--- config.mk ---
export PLATFORM = sky130hd
export DESIGN_NAME = circular_fifo_queue_unit
export DESIGN_NICKNAME = d
export VERILOG_FILES = /design/src/rtl/core/cfq_pkg.sv /design/src/rtl/core/circular_fifo_queue_unit.sv /design/src/rtl/core/cfq_mem.sv /design/src/rtl/core/cfq_ctrl.sv
export SDC_FILE = /design/constraint.sdc
export NUM_CORES = 1
export LEC_CHECK = 0
export BUFFER_PORTS_ARGS = -buffer_cell sky130_fd_sc_hd__clkbuf_2
export CORE_MARGIN = 2
export CORE_UTILIZATION = 45
export CTS_CLUSTER_SIZE = 8
export DETAILED_ROUTE_END_ITERATION = 10
export PLACE_DENSITY_LB_ADDON = 0.05
export SKIP_CTS_REPAIR_TIMING = 1
export SLEW_MARGIN = 0
export SYNTH_ARGS = -nofsm -noshare
export SYNTH_HDL_FRONTEND = slang
export SYNTH_HIERARCHICAL = 1
export SYNTH_SLANG_ARGS = --single-unit
--- constraint.sdc ---
create_clock -name clk -period 4.8 [get_ports clk]
set_input_delay 0.24 -clock clk [delete_from_list [all_inputs] [get_ports clk]]
set_output_delay 0.24 -clock clk [all_outputs]
set_load 0.05 [all_outputs]
--- src/rtl/core/cfq_pkg.sv ---
package cfq_pkg;

    localparam int DEPTH_DEF      = 8;
    localparam int DATA_WIDTH_DEF = 32;
    localparam int READ_WIDTH     = 32;
    localparam int OPCODE_WIDTH   = 2;
    localparam int STATUS_WIDTH   = 2;

    typedef enum logic [OPCODE_WIDTH-1:0] {
        OP_ENQUEUE = 2'd0,
        OP_DEQUEUE = 2'd1,
        OP_PEEK    = 2'd2,
        OP_DISPLAY = 2'd3
    } op_t;

    typedef enum logic [STATUS_WIDTH-1:0] {
        ST_OK       = 2'd0,
        ST_OVERFLOW = 2'd1,
        ST_EMPTY    = 2'd2
    } status_t;

    typedef enum logic {
        S_IDLE,
        S_DISPLAY
    } state_t;

    typedef struct packed {
        logic    valid;
        logic    use_data;
        status_t status;
        logic    is_empty;
        logic    is_full;
        logic    last;
    } rsp_t;

endpackage

--- src/rtl/core/circular_fifo_queue_unit.sv ---
// The first result of a word appears in the cycle after the accepting edge, and
// each result is shown for exactly one cycle; display results follow back to back.
// Throughput: enqueue, dequeue and peek accept a new word every cycle (busy stays low).
// A display of N entries holds busy until its last entry is read, one entry per cycle
// from the single read port of the storage memory; an empty display gives one result.
// Reset (rst_n, asynchronous) clears state, pointers, counts and result register only.
// The receiver cannot stall; each result must be taken in the cycle it is shown.
module circular_fifo_queue_unit
    import cfq_pkg::*;
#(
    parameter int DEPTH      = DEPTH_DEF,
    parameter int DATA_WIDTH = DATA_WIDTH_DEF
)
(
    input  logic                          clk,
    input  logic                          rst_n,
    input  logic                          start,
    output logic                          busy,
    input  logic [OPCODE_WIDTH-1:0]       opcode,
    input  logic signed [31:0]            push_value,
    output logic                          result_valid,
    output logic signed [READ_WIDTH-1:0]  read_value,
    output logic [STATUS_WIDTH-1:0]       status,
    output logic                          is_empty,
    output logic                          is_full,
    output logic                          last
);

    localparam int PTR_W = $clog2(DEPTH);

    logic                  wr_en;
    logic [PTR_W-1:0]      wr_addr;
    logic [DATA_WIDTH-1:0] wr_data;
    logic                  rd_en;
    logic [PTR_W-1:0]      rd_addr;
    logic [DATA_WIDTH-1:0] rd_data;
    rsp_t                  rsp;

    assign wr_data = DATA_WIDTH'(push_value);

    cfq_ctrl #(
        .DEPTH (DEPTH)
    ) u_ctrl (
        .clk     (clk),
        .rst_n   (rst_n),
        .start   (start),
        .opcode  (opcode),
        .busy    (busy),
        .wr_en   (wr_en),
        .wr_addr (wr_addr),
        .rd_en   (rd_en),
        .rd_addr (rd_addr),
        .rsp     (rsp)
    );

    cfq_mem #(
        .DEPTH      (DEPTH),
        .DATA_WIDTH (DATA_WIDTH)
    ) u_mem (
        .clk     (clk),
        .wr_en   (wr_en),
        .wr_addr (wr_addr),
        .wr_data (wr_data),
        .rd_en   (rd_en),
        .rd_addr (rd_addr),
        .rd_data (rd_data)
    );

    assign result_valid = rsp.valid;
    assign read_value   = rsp.use_data ? $signed(READ_WIDTH'(rd_data)) : '0;
    assign status       = rsp.status;
    assign is_empty     = rsp.is_empty;
    assign is_full      = rsp.is_full;
    assign last         = rsp.last;

endmodule

--- src/rtl/core/cfq_mem.sv ---
module cfq_mem
    import cfq_pkg::*;
#(
    parameter int DEPTH      = DEPTH_DEF,
    parameter int DATA_WIDTH = DATA_WIDTH_DEF
)
(
    input  logic                          clk,
    input  logic                          wr_en,
    input  logic [$clog2(DEPTH)-1:0]      wr_addr,
    input  logic [DATA_WIDTH-1:0]         wr_data,
    input  logic                          rd_en,
    input  logic [$clog2(DEPTH)-1:0]      rd_addr,
    output logic [DATA_WIDTH-1:0]         rd_data
);

    logic [DATA_WIDTH-1:0] mem [DEPTH];
    logic [DATA_WIDTH-1:0] rd_data_reg;

    always_ff @(posedge clk)
    begin
        if (wr_en)
        begin
            mem[wr_addr] <= wr_data;
        end
        if (rd_en)
        begin
            rd_data_reg <= mem[rd_addr];
        end
    end

    assign rd_data = rd_data_reg;

endmodule

--- src/rtl/core/cfq_ctrl.sv ---
module cfq_ctrl
    import cfq_pkg::*;
#(
    parameter int DEPTH = DEPTH_DEF
)
(
    input  logic                          clk,
    input  logic                          rst_n,
    input  logic                          start,
    input  logic [OPCODE_WIDTH-1:0]       opcode,
    output logic                          busy,
    output logic                          wr_en,
    output logic [$clog2(DEPTH)-1:0]      wr_addr,
    output logic                          rd_en,
    output logic [$clog2(DEPTH)-1:0]      rd_addr,
    output rsp_t                          rsp
);

    localparam int PTR_W = $clog2(DEPTH);
    localparam int CNT_W = $clog2(DEPTH + 1);
    localparam logic [PTR_W-1:0] LAST_PTR = PTR_W'(DEPTH - 1);
    localparam logic [CNT_W-1:0] FULL_CNT = CNT_W'(DEPTH);
    localparam logic [CNT_W-1:0] ONE_CNT  = CNT_W'(1);

    state_t            state_reg, state_next;
    logic [PTR_W-1:0]  head_reg, head_next;
    logic [PTR_W-1:0]  tail_reg, tail_next;
    logic [CNT_W-1:0]  count_reg, count_next;
    logic [PTR_W-1:0]  disp_ptr_reg, disp_ptr_next;
    logic [CNT_W-1:0]  disp_left_reg, disp_left_next;
    rsp_t              rsp_reg, rsp_next;
    logic              is_empty_now;
    logic              is_full_now;
    op_t               op;

    function automatic logic [PTR_W-1:0] advance(input logic [PTR_W-1:0] p);
        advance = (p == LAST_PTR) ? '0 : p + PTR_W'(1);
    endfunction

    assign op           = op_t'(opcode);
    assign is_empty_now = (count_reg == '0);
    assign is_full_now  = (count_reg == FULL_CNT);
    assign busy         = (state_reg != S_IDLE);
    assign wr_addr      = tail_reg;
    assign rsp          = rsp_reg;

    always_ff @(posedge clk or negedge rst_n)
    begin
        if (!rst_n)
        begin
            state_reg     <= S_IDLE;
            head_reg      <= '0;
            tail_reg      <= '0;
            count_reg     <= '0;
            disp_ptr_reg  <= '0;
            disp_left_reg <= '0;
            rsp_reg       <= '0;
        end
        else
        begin
            state_reg     <= state_next;
            head_reg      <= head_next;
            tail_reg      <= tail_next;
            count_reg     <= count_next;
            disp_ptr_reg  <= disp_ptr_next;
            disp_left_reg <= disp_left_next;
            rsp_reg       <= rsp_next;
        end
    end

    always_comb
    begin
        state_next     = state_reg;
        head_next      = head_reg;
        tail_next      = tail_reg;
        count_next     = count_reg;
        disp_ptr_next  = disp_ptr_reg;
        disp_left_next = disp_left_reg;
        wr_en          = 1'b0;
        rd_en          = 1'b0;
        rd_addr        = head_reg;
        rsp_next       = '0;
        rsp_next.last  = 1'b1;

        case (state_reg)
            S_IDLE:
            begin
                if (start)
                begin
                    rsp_next.valid = 1'b1;
                    case (op)
                        OP_ENQUEUE:
                        begin
                            if (is_full_now)
                            begin
                                rsp_next.status = ST_OVERFLOW;
                            end
                            else
                            begin
                                wr_en      = 1'b1;
                                tail_next  = advance(tail_reg);
                                count_next = count_reg + ONE_CNT;
                            end
                        end
                        OP_DEQUEUE:
                        begin
                            if (is_empty_now)
                            begin
                                rsp_next.status = ST_EMPTY;
                            end
                            else
                            begin
                                rd_en             = 1'b1;
                                rsp_next.use_data = 1'b1;
                                head_next         = advance(head_reg);
                                count_next        = count_reg - ONE_CNT;
                            end
                        end
                        OP_PEEK:
                        begin
                            if (is_empty_now)
                            begin
                                rsp_next.status = ST_EMPTY;
                            end
                            else
                            begin
                                rd_en             = 1'b1;
                                rsp_next.use_data = 1'b1;
                            end
                        end
                        OP_DISPLAY:
                        begin
                            if (is_empty_now)
                            begin
                                rsp_next.status = ST_EMPTY;
                            end
                            else
                            begin
                                rd_en             = 1'b1;
                                rsp_next.use_data = 1'b1;
                                rsp_next.last     = (count_reg == ONE_CNT);
                                disp_ptr_next     = advance(head_reg);
                                disp_left_next    = count_reg - ONE_CNT;
                                if (count_reg != ONE_CNT)
                                begin
                                    state_next = S_DISPLAY;
                                end
                            end
                        end
                        default:
                        begin
                            rsp_next.valid = 1'b0;
                        end
                    endcase
                end
            end
            S_DISPLAY:
            begin
                rd_en             = 1'b1;
                rd_addr           = disp_ptr_reg;
                rsp_next.valid    = 1'b1;
                rsp_next.use_data = 1'b1;
                rsp_next.last     = (disp_left_reg == ONE_CNT);
                disp_ptr_next     = advance(disp_ptr_reg);
                disp_left_next    = disp_left_reg - ONE_CNT;
                if (disp_left_reg == ONE_CNT)
                begin
                    state_next = S_IDLE;
                end
            end
            default:
            begin
                state_next = S_IDLE;
            end
        endcase

        rsp_next.is_empty = (count_next == '0);
        rsp_next.is_full  = (count_next == FULL_CNT);
    end

    a_count_bound: assert property (@(posedge clk) disable iff (!rst_n)
        count_reg <= FULL_CNT)
        else $error("fill count exceeds depth");

    a_accept_result: assert property (@(posedge clk) disable iff (!rst_n)
        (start && !busy) |=> rsp_reg.valid)
        else $error("accepted word produced no result");

    a_display_result: assert property (@(posedge clk) disable iff (!rst_n)
        (state_reg == S_DISPLAY) |=> (rsp_reg.valid && rsp_reg.use_data))
        else $error("display cycle produced no entry");

    a_overflow_full: assert property (@(posedge clk) disable iff (!rst_n)
        (rsp_reg.valid && rsp_reg.status == ST_OVERFLOW) |-> rsp_reg.is_full)
        else $error("overflow reported on a queue that is not full");

    a_flags_exclusive: assert property (@(posedge clk) disable iff (!rst_n)
        !(rsp_reg.is_empty && rsp_reg.is_full))
        else $error("queue flagged empty and full at once");

endmodule

==> impl_metrics.json <==
{
  "status": "finished with violations",
  "violations": "negative hold slack",
  "die_w_microns": 170.6,
  "endpoint_kind": "flop",
  "cts.clk_slew.worst_paths_ns": 0.05,
  "setup_ws_ns": 1.407,
  "routed_wirelength_microns": 24000,
  "power_per_cell_area_nw_per_um2": 632.7,
  "yosysSeqAreaShare_pct": 74.29,
  "pre_cts_ws_ns": 1.375,
  "overflow": 0,
  "tns_ns": 0,
  "cts_tree": "done",
  "area_delta_synth_final_pct": 16.14,
  "cts_sinks": 313,
  "synth_fp_nets": 629,
  "ys_dominant_reg_cell": "edfxtp_1",
  "cp.required_ns": 4.93,
  "avgSynthCellArea_sq_um": 21.49,
  "start_util_pct": 46.06,
  "drtIter0Drc": 308,
  "via_count": 5761,
  "critPathLaunchType": "flop",
  "arrival_ns": 3.53,
  "maxSlewHeadroom_pct": 18.52,
  "min_path_type": "primary input to flop",
  "final_util_pct": 53.49,
  "path_buf_inv": 1,
  "dr.pass1.iters": 5,
  "num_rows": 60,
  "synth-async-reset-ratio_pct": 7.987,
  "antenna_found_initial": 0,
  "syn_inst": 581,
  "grt.total_usage_pct": 17.14,
  "cap_violations": 0,
  "hold_ws_ns": -0.007774,
  "ys_types": 46,
  "slowest_stage": "nor2_4",
  "fin_skew_ns": 0.01628,
  "crit_chain": "or3b_1 > a311o_1 > inv_1 > nand2b_1 > nor2_4",
  "grt_pass1_vias": 6247,
  "grt_pass1_wl_microns": 36670,
  "crit_type": "flop to flop",
  "wire_per_inst_microns": 22.55,
  "coreArea_sq_um": 27100,
  "hold_viol": 14,
  "h-tree-depth": 2,
  "syn_area_sq_um": 12480,
  "crit_family": "simple AND/OR/NAND/NOR gates",
  "n_antenna_cell": 0,
  "drive_above_1_share_pct": 35.26,
  "final_nets": 732,
  "crit_fanout": 32,
  "place_congestion": 0.7653,
  "portBuffers": 75,
  "nFillCells": 2126,
  "die_area_sq_um": 29090,
  "synth-edff-count": 288,
  "min_period_over_period_pct": 70.68,
  "clockBufferDepth": 3,
  "drc": 0,
  "fmax_ghz": 0.2948,
  "via_per_inst": 5.414,
  "dp_hpwl_microns": 13460,
  "num_io_pins": 76,
  "setup_viol_count_final": 0,
  "p_leak_nw": 5.054,
  "insertion_delay_ns": 0.53,
  "clockRootBuffer": "clkbuf_16",
  "ir_drop_mv": 0.3631,
  "grt_max_degree": 65,
  "fp.dieH_microns": 170.6,
  "tightest_slew_ns": 1.222,
  "report.power.total_w": 0.009173,
  "rsz0062_at_grt": "false",
  "postRouteAntennaNets": 0,
  "ys_ff_latch": 313,
  "largest_reg_flops": 256,
  "cts_made_buffers": 45,
  "period_needed_ns": 3.393,
  "ys_warn_count": 6,
  "drv_slew": 0,
  "slowest_delay_ns": 0.95
}
==> stage by stage <==
stage | std cells | area (sq um)
2_1_floorplan | 581 | 12480
3_3_place_gp | 1008 | 13290
3_5_place_dp | 1008 | 13290
4_1_cts | 1063 | 14490
5_1_grt | 1064 | 14500
6_report | 1064 | 14500
==> logic make-up after synthesis <==
group	count (synthesis)	share of synthesized area, %
DFF	313	74.29
buffers and inverters	38	1.694
AOI/OAI and AO/OA	23	1.263
and+or+nand+nor	76	3.959
adders and majority gates	11	1.103
xor gates and xnor gates	6	0.4210
muxes	114	17.27
==> metal layers <==
metal / routed length [microns] / GRT usage (%) / vias to the layer above / part of all wire [%]
met5: 0 / 0 / - / 0
met2: 12260 / 29.33 / 128 / 51
met1: 10280 / 22.28 / 3012 / 43
met4: 512 / 5.686 / 0 / 2.1
met3: 945 / 3.123 / 39 / 3.9
li1: - / - / 2582 / -
==> worst reg2reg max path: cells and delay by family, from the launching register on <==
kind	cells	cell delay, ns
AND/OR/NAND/NOR	3	1.80
flip-flops	1	0.66
buffers and inverters	1	0.11
AO/OA/AOI/OAI	1	0.42
==> area by class of cell <==
cell class / instances / area, sq um / area share, %
Clock inverter: 2 / 25.02 / 0.1726
Multi-Input combinational cell: 230 / 3057 / 21.08
Tap cell: 372 / 465.4 / 3.210
Inverter: 9 / 33.78 / 0.2330
Clock buffer: 53 / 1177 / 8.121
Sequential cell: 313 / 9274 / 63.97
Timing Repair Buffer: 85 / 465.4 / 3.210
==> path summary, 6_finish.rpt <==
| kind | from | endpoint | slack [ns] | cells past startpoint |
|---|---|---|---|---|
| hold / removal | push_value[3] | u_mem/mem[7][3] | -0.008 | 1 |
| setup / recovery | u_ctrl/busy | u_mem/mem[3][6] | 1.41 | 5 |
| min in group asynchronous | rst_n | u_ctrl/disp_left_reg[1] | 0.28 | 2 |
| setup reg to reg | u_ctrl/busy | u_mem/mem[3][6] | 1.41 | 5 |
| hold reg to reg | u_ctrl/disp_left_reg[0] | u_ctrl/disp_left_reg[0] | 0.55 | 1 |
| max in group asynchronous | rst_n | u_ctrl/head_reg[1] | 4.11 | 2 |
==> cell usage in the layout (no fill, tap or decap), drive strengths merged, types with 8 or more instances in the layout <==
cell,Yosys,final
o21ai,9,9
clkbuf,9,128
nor2,13,13
buf,20,9
inv,9,9
mux4,64,64
dfrtp,25,25
and2,32,32
mux2,42,42
nand2,8,8
edfxtp,288,288
ha,11,11
mux2i,8,8
==> cells in the mapped netlist (4+ instances only) <==
cell type | instances | area (sq um)
mux4_2 | 24 | 540.5
nor2_1 | 13 | 48.80
ha_1 | 11 | 137.6
o21ai_0 | 4 | 20.02
mux4_1 | 40 | 1051
and2_2 | 32 | 240.2
buf_6 | 7 | 78.83
edfxtp_1 | 288 | 8648
mux2_2 | 39 | 439.2
mux2i_1 | 8 | 80.08
dfrtp_1 | 25 | 625.6
nor3_1 | 5 | 25.02
clkbuf_1 | 6 | 22.52
inv_1 | 9 | 33.78
buf_2 | 10 | 50.05
o21ai_1 | 5 | 25.02
nand2_1 | 8 | 30.03
==> power by group <==
part	leakage, nW	switching (W)	internal, W
sequential	2.93	0.000205	0.00337
combinational	1.54	0.00161	0.00127
clock	0.586	0.00103	0.00169
total	5.05	0.00285	0.00633
No activity file was read; power rests on OpenSTA's default activity.
